[config.mk]
export PLATFORM = sky130hd
export DESIGN_NAME = bqc_cell
export DESIGN_NICKNAME = d
export VERILOG_FILES = /design/src/rtl/bqc_pkg.sv /design/src/rtl/bqc_cell.sv
export SDC_FILE = /design/constraint.sdc
export NUM_CORES = 2
export LEC_CHECK = 0
export ABC_AREA = 1
export BUFFER_PORTS_ARGS = -buffer_cell sky130_fd_sc_hd__buf_2
export CAP_MARGIN = 40
export CORE_ASPECT_RATIO = 0.8
export CORE_UTILIZATION = 30
export CTS_BUF_LIST = sky130_fd_sc_hd__clkbuf_4
export DETAILED_ROUTE_END_ITERATION = 7
export SYNTH_ARGS = -nofsm -noshare
export SYNTH_HDL_FRONTEND = slang
export SYNTH_SLANG_ARGS = --single-unit
[constraint.sdc]
create_clock -name clock -period 15.21 [get_ports clock]
set_input_delay 2.2815 -clock clock [delete_from_list [all_inputs] [get_ports clock]]
set_output_delay 2.2815 -clock clock [all_outputs]
set_load 0.05 [all_outputs]
[src/rtl/bqc_pkg.sv]
// shared types and constants of the biquad cascade equalizer
`default_nettype none

package bqc_pkg;

   localparam int MAX_BANDS   = 8;
   localparam int SAMPLE_BITS = 24;
   localparam int COEF_BITS   = 24;

   localparam int FRAC_SHIFT  = COEF_BITS - 4;
   localparam int PROD_BITS   = SAMPLE_BITS + COEF_BITS;
   localparam int ACC_BITS    = PROD_BITS + 3;
   localparam int COEF_COUNT  = 5;
   localparam int BAND_W      = 3;
   localparam int SEL_W       = 3;
   localparam int CFG_W       = 4;

   // commands
   localparam logic CMD_FILTER = 1'b0;
   localparam logic CMD_COEF   = 1'b1;

   // coefficient selectors
   localparam logic [SEL_W-1:0] COEF_B0 = 3'd0;
   localparam logic [SEL_W-1:0] COEF_B1 = 3'd1;
   localparam logic [SEL_W-1:0] COEF_B2 = 3'd2;
   localparam logic [SEL_W-1:0] COEF_A1 = 3'd3;
   localparam logic [SEL_W-1:0] COEF_A2 = 3'd4;

   // band cell sequence
   localparam int PHASE_BITS = 3;
   localparam logic [PHASE_BITS-1:0] PHASE_FIRST    = PHASE_BITS'(1);
   localparam logic [PHASE_BITS-1:0] PHASE_LAST_MUL = PHASE_BITS'(COEF_COUNT - 1);
   localparam logic [PHASE_BITS-1:0] PHASE_LAST_ACC = PHASE_BITS'(COEF_COUNT);
   localparam logic [PHASE_BITS-1:0] PHASE_ROUND    = PHASE_BITS'(COEF_COUNT + 1);

   typedef struct packed {
      logic                          command;
      logic signed [SAMPLE_BITS-1:0] sample_in;
      logic                          last_in_block;
      logic [BAND_W-1:0]             band_index;
      logic [SEL_W-1:0]              coef_select;
      logic signed [COEF_BITS-1:0]   coef_value;
   } req_type;

   typedef struct packed {
      logic signed [SAMPLE_BITS-1:0] sample_out;
      logic                          saturated;
      logic                          last_out;
   } rsp_type;

   // sample handed from one band cell to the next
   typedef struct packed {
      logic                          valid;
      logic signed [SAMPLE_BITS-1:0] sample;
      logic                          sat;
   } link_type;

   typedef struct packed {
      logic                        we;
      logic [SEL_W-1:0]            sel;
      logic signed [COEF_BITS-1:0] value;
   } coef_wr_type;

endpackage

`default_nettype wire

[src/rtl/bqc_cell.sv]
// one direct form I biquad section with its own coefficients, history and multiplier
`default_nettype none

module bqc_cell import bqc_pkg::*; (
   input  logic        clock,
   input  logic        reset,
   input  link_type    link_in,
   input  logic        band_en,
   input  coef_wr_type coef_wr,
   output link_type    link_out
);

   localparam logic signed [ACC_BITS-1:0] ROUND_HALF = ACC_BITS'(1) << (FRAC_SHIFT - 1);
   localparam logic signed [ACC_BITS-1:0] ACC_SMAX =
      (ACC_BITS'(1) << (SAMPLE_BITS - 1)) - ACC_BITS'(1);
   localparam logic signed [ACC_BITS-1:0] ACC_SMIN = -ACC_SMAX - ACC_BITS'(1);
   localparam logic signed [SAMPLE_BITS-1:0] SMAX = ACC_SMAX[SAMPLE_BITS-1:0];
   localparam logic signed [SAMPLE_BITS-1:0] SMIN = ACC_SMIN[SAMPLE_BITS-1:0];

   logic signed [COEF_BITS-1:0]   coef_ff [COEF_COUNT];
   logic signed [COEF_BITS-1:0]   coef_in [COEF_COUNT];
   logic signed [SAMPLE_BITS-1:0] x1_ff, x1_in, x2_ff, x2_in;
   logic signed [SAMPLE_BITS-1:0] y1_ff, y1_in, y2_ff, y2_in;
   logic                          run_ff, run_in;
   logic [PHASE_BITS-1:0]         phase_ff, phase_in;
   logic signed [PROD_BITS-1:0]   prod_ff, prod_in;
   logic                          neg_ff, neg_in;
   logic signed [ACC_BITS-1:0]    acc_ff, acc_in;
   logic signed [SAMPLE_BITS-1:0] x_cur_ff, x_cur_in;
   logic                          sat_cur_ff, sat_cur_in;
   link_type                      out_ff, out_in;

   logic [SEL_W-1:0]              mul_sel;
   logic signed [COEF_BITS-1:0]   mul_coef;
   logic signed [SAMPLE_BITS-1:0] mul_op;
   logic signed [PROD_BITS-1:0]   product;
   logic signed [ACC_BITS-1:0]    prod_ext;
   logic signed [ACC_BITS-1:0]    acc_sum;
   logic signed [ACC_BITS-1:0]    rounded;
   logic signed [SAMPLE_BITS-1:0] y_sat;
   logic                          clip;

   // operand select for the shared multiplier: b0*x on the start cycle
   always_comb begin
      mul_sel = link_in.valid ? COEF_B0 : phase_ff;
      case (mul_sel)
         COEF_B0: begin
            mul_coef = coef_ff[COEF_B0];
            mul_op   = link_in.sample;
         end
         COEF_B1: begin
            mul_coef = coef_ff[COEF_B1];
            mul_op   = x1_ff;
         end
         COEF_B2: begin
            mul_coef = coef_ff[COEF_B2];
            mul_op   = x2_ff;
         end
         COEF_A1: begin
            mul_coef = coef_ff[COEF_A1];
            mul_op   = y1_ff;
         end
         default: begin
            mul_coef = coef_ff[COEF_A2];
            mul_op   = y2_ff;
         end
      endcase
   end

   assign product  = mul_coef * mul_op;
   assign prod_ext = ACC_BITS'(prod_ff);
   assign acc_sum  = neg_ff ? (acc_ff - prod_ext) : (acc_ff + prod_ext);

   // round half up then clip to the sample range
   assign rounded = (acc_ff + ROUND_HALF) >>> FRAC_SHIFT;
   always_comb begin
      clip = 1'b0;
      if (rounded > ACC_SMAX) begin
         y_sat = SMAX;
         clip  = 1'b1;
      end else if (rounded < ACC_SMIN) begin
         y_sat = SMIN;
         clip  = 1'b1;
      end else begin
         y_sat = rounded[SAMPLE_BITS-1:0];
      end
   end

   always_comb begin
      coef_in    = coef_ff;
      x1_in      = x1_ff;
      x2_in      = x2_ff;
      y1_in      = y1_ff;
      y2_in      = y2_ff;
      run_in     = run_ff;
      phase_in   = phase_ff;
      prod_in    = prod_ff;
      neg_in     = neg_ff;
      acc_in     = acc_ff;
      x_cur_in   = x_cur_ff;
      sat_cur_in = sat_cur_ff;
      out_in     = out_ff;
      out_in.valid = 1'b0;

      if (coef_wr.we) begin
         coef_in[coef_wr.sel] = coef_wr.value;
      end

      if (link_in.valid) begin
         if (band_en) begin
            run_in     = 1'b1;
            phase_in   = PHASE_FIRST;
            prod_in    = product;
            neg_in     = 1'b0;
            acc_in     = '0;
            x_cur_in   = link_in.sample;
            sat_cur_in = link_in.sat;
         end else begin
            // idle band: hand the item on untouched
            out_in = link_in;
         end
      end else if (run_ff) begin
         phase_in = phase_ff + PHASE_BITS'(1);
         if (phase_ff <= PHASE_LAST_MUL) begin
            prod_in = product;
            neg_in  = (phase_ff >= COEF_A1);
         end
         if (phase_ff <= PHASE_LAST_ACC) begin
            acc_in = acc_sum;
         end
         if (phase_ff == PHASE_ROUND) begin
            run_in       = 1'b0;
            x2_in        = x1_ff;
            x1_in        = x_cur_ff;
            y2_in        = y1_ff;
            y1_in        = y_sat;
            out_in.valid = 1'b1;
            out_in.sample = y_sat;
            out_in.sat   = sat_cur_ff | clip;
         end
      end
   end

   always_ff @(posedge clock) begin
      if (reset) begin
         for (int i = 0; i < COEF_COUNT; i++) begin
            coef_ff[i] <= '0;
         end
         x1_ff        <= '0;
         x2_ff        <= '0;
         y1_ff        <= '0;
         y2_ff        <= '0;
         run_ff       <= 1'b0;
         phase_ff     <= '0;
         out_ff.valid <= 1'b0;
      end else begin
         coef_ff      <= coef_in;
         x1_ff        <= x1_in;
         x2_ff        <= x2_in;
         y1_ff        <= y1_in;
         y2_ff        <= y2_in;
         run_ff       <= run_in;
         phase_ff     <= phase_in;
         out_ff       <= out_in;
      end
   end

   always_ff @(posedge clock) begin
      prod_ff       <= prod_in;
      neg_ff        <= neg_in;
      acc_ff        <= acc_in;
      x_cur_ff      <= x_cur_in;
      sat_cur_ff    <= sat_cur_in;
   end

   assign link_out = out_ff;

endmodule

`default_nettype wire

==> metrics <==
largest net degree at the start of global routing 94; Setup Fix Bufs, Post-CTS 0; worst setup margin 4050 ps; Die H 333 um; DR DRC count 0; CP Class primary input to flip-flop; IO buf count 82; CP most frequent cell fa_1; Setup violations, final 0; Slew HR 40.8%; post_cts resized 0; Power Dens Cells 116 nW/um2; number of instances in the placed design 6914; clk_lat worst skew 930 ps; top_reg_cell synth dfxtp_1; layout cell share with drive strength beyond 1 7.21%; Worst-Margin Slew 887 ps; fin crit period 11160 ps; Slew Viols, Final 0; CTS tree yes; Max Clk Rate 89.6 MHz; die area 139000 um2; Root Driver clkbuf_4; Worst Skew 66.7 ps; status complete, no violations; core box area 136000 um2; dpl hpwl 108 mm; Yosys warnings 0; Worst Path Arrival 11830 ps; clock tree sinks 371; num rows 121; Clock transition at path regs 70 ps; Synth-to-Final Area Change 9.11%; antenna viol nets, final 0; hold crit path type flip-flop to flip-flop; setup_tns 0 ps; first-pass GRT wire length 207 mm; WL final 136 mm; Seq cells post-synth 371; Layout Nets 6079; RSZ-0062 raised after global routing no; worst vdd ir 0.0697 mV; initial antenna violation count 4; vias in the first global route 34.1k; Slowest-stage cell, CP fa_1; hold-fix buffers at CTS 0; critical path's largest stage delay 1080 ps; Num CTS Buffers 90; Synth async-reset ratio 0%; Tot GR Track Use 19.4%; DIE WIDTH 416 um; Initial DRC Count 2977; Cells after Synth 5167; Remaining Overflow, GRT 0; Starting Density 30.2%; Worst setup SP type primary input; Crit Path Max Fanout 31; Post-Layout Cell Count 7084; pre-CTS setup slack 3170 ps; final period utilization 73.4%; Post-synth EDFFs 150; syn nets 6023; drt pass-1 iters 6; Via Count 34.9k; max_cap viols 0; CP Capture Type flip-flop; vias per inst 4.92; Synth Area per Inst 7.96 um2; clk buf depth 3; Synth cell types 49; # H-tree levels 3; Critical Path RT 15880 ps; Post-Syn Area 41100 um2; Pleak 20.8 nW; sequential fraction of the synthesis area 21.7%; RePlAce Congestion 0.980; IO Pins 83; Routed wire per std cell 19.1 um; final hold vios 0
-- logic make-up after synthesis --
| group | after synthesis | share of synthesized area [%] |
|---|---|---|
| xor+xnor | 121 | 2.58 |
| buf+inv | 1188 | 11.2 |
| flops | 371 | 21.7 |
| fa+ha+maj | 799 | 35.4 |
| compound gates | 762 | 10.4 |
| simple gates | 1926 | 18.7 |
-- path summary, 6_finish.rpt --
kind	start	to	slack, ps	depth (start not counted)
worst max-delay path	link_in[25]	prod_ff[45]$_DFFE_PP_	4050	29
worst min-delay path	coef_ff[116]$_SDFFE_PP0P_	coef_ff[116]$_SDFFE_PP0P_	450	2
worst max register to register	phase_ff[2]$_SDFFE_PP0P_	prod_ff[45]$_DFFE_PP_	5590	30
worst min register to register	coef_ff[116]$_SDFFE_PP0P_	coef_ff[116]$_SDFFE_PP0P_	450	2
-- stage by stage --
step | hold slack [ps] | total power [W] | util [%] | area (um2)
final | 446 | 0.00522 | 33.0 | 44900
after global routing | 461 | 0.00564 | 33.0 | 44900
after CTS | 447 | 0.00520 | 33.0 | 44900
after detailed placement | 439 | 0.00426 | 32.1 | 43600
after global placement | 434 | 0.00425 | 31.9 | 43400
after floorplan | 425 | 0.00331 | - | 41100
-- cells in the mapped netlist, types with 2 or more instances --
library cell | number | area share [%]
xor2_1 | 79 | 1.7
o21a_1 | 11 | 0.20
o2111ai_1 | 2 | 0.043
a2111oi_0 | 9 | 0.19
o21ai_1 | 4 | 0.049
nand2_2 | 11 | 0.17
ha_1 | 191 | 5.8
o22ai_1 | 4 | 0.061
buf_2 | 74 | 0.90
and2_1 | 2 | 0.030
and3_1 | 4 | 0.061
nor3_1 | 33 | 0.40
nand2_1 | 878 | 8.0
nor4_1 | 21 | 0.32
a2111oi_2 | 6 | 0.22
buf_1 | 11 | 0.10
or2_2 | 4 | 0.061
o211ai_1 | 7 | 0.13
clkbuf_1 | 81 | 0.74
a21o_1 | 21 | 0.38
inv_1 | 972 | 8.9
fa_1 | 608 | 30
o21bai_1 | 8 | 0.15
nand3b_1 | 6 | 0.11
o21ai_0 | 364 | 4.4
nor2_1 | 776 | 7.1
edfxtp_1 | 150 | 11
dfxtp_1 | 221 | 11
inv_2 | 35 | 0.32
nand4_1 | 15 | 0.23
nand3_1 | 162 | 2.0
a221oi_1 | 23 | 0.49
buf_6 | 4 | 0.11
nor2_2 | 9 | 0.14
a21oi_1 | 266 | 3.2
a21boi_0 | 2 | 0.036
a211oi_1 | 5 | 0.091
a221oi_2 | 11 | 0.40
a31oi_1 | 16 | 0.24
buf_4 | 10 | 0.18
nor3_2 | 2 | 0.049
xnor2_1 | 42 | 0.89
-- per-layer routing --
metal / routed length [um] / vias to the layer above / track usage, %
met2: 54800 / 1524 / 27.4
met1: 64100 / 17053 / 29.1
met3: 14400 / 143 / 5.66
li1: - / 16136 / -
met5: 48 / - / 0
met4: 2140 / 4 / 3.53
-- registers in the layout (all words and copies together) (netlist names) --
register / cells
prod_ff: 48
y2_ff: 24
x2_ff: 24
link_out: 26
y1_ff: 24
run_ff: 1
acc_ff: 51
coef_ff: 120
phase_ff: 3
sat_cur_ff: 1
neg_ff: 1
x1_ff: 24
x_cur_ff: 24
-- where the power goes --
part | internal [W] | switching, W | leakage (nW)
Sequential | 0.00122 | 0.000112 | 3.19
Combinational | 0.000977 | 0.00199 | 16.9
Clock | 0.000465 | 0.000457 | 0.736
-- final cells by class --
| class | instances | area, um2 |
|---|---|---|
| Fill cell | 14264 | 91200 |
| Multi-Input combinational cell | 3608 | 27600 |
| Sequential cell | 371 | 8930 |
| Inverter | 1008 | 3790 |
| Tap cell | 1783 | 2230 |
| Timing Repair Buffer | 144 | 1050 |
| Clock buffer | 136 | 1020 |
| Clock inverter | 28 | 220 |
| Antenna cell | 6 | 15.0 |
-- cell usage in the layout, fill, tap and decap left out, types with 33 or more instances in the layout --
master    netlist  final
buf_2          74     83
nor2_1        776    773
edfxtp_1      150    150
o21ai_0       364    364
fa_1          608    608
ha_1          191    191
nand2_1       878    878
inv_1         972    969
nor3_1         33     33
buf_4          10     49
clkbuf_4        0    136
xor2_1         79     79
a21oi_1       266    265
dfxtp_1       221    221
inv_2          35     37
xnor2_1        42     42
nand3_1       162    160
-- worst max-delay path: cells and delay by family --
family,cells,cell delay (ps)
and+or+nand+nor,8,2030
adders and majority gates,8,4760
buffers and inverters,6,1440
xor gates and xnor gates,1,140
AOI/OAI and AO/OA,6,1110
Note: power is estimated with default switching activity, not from simulation.
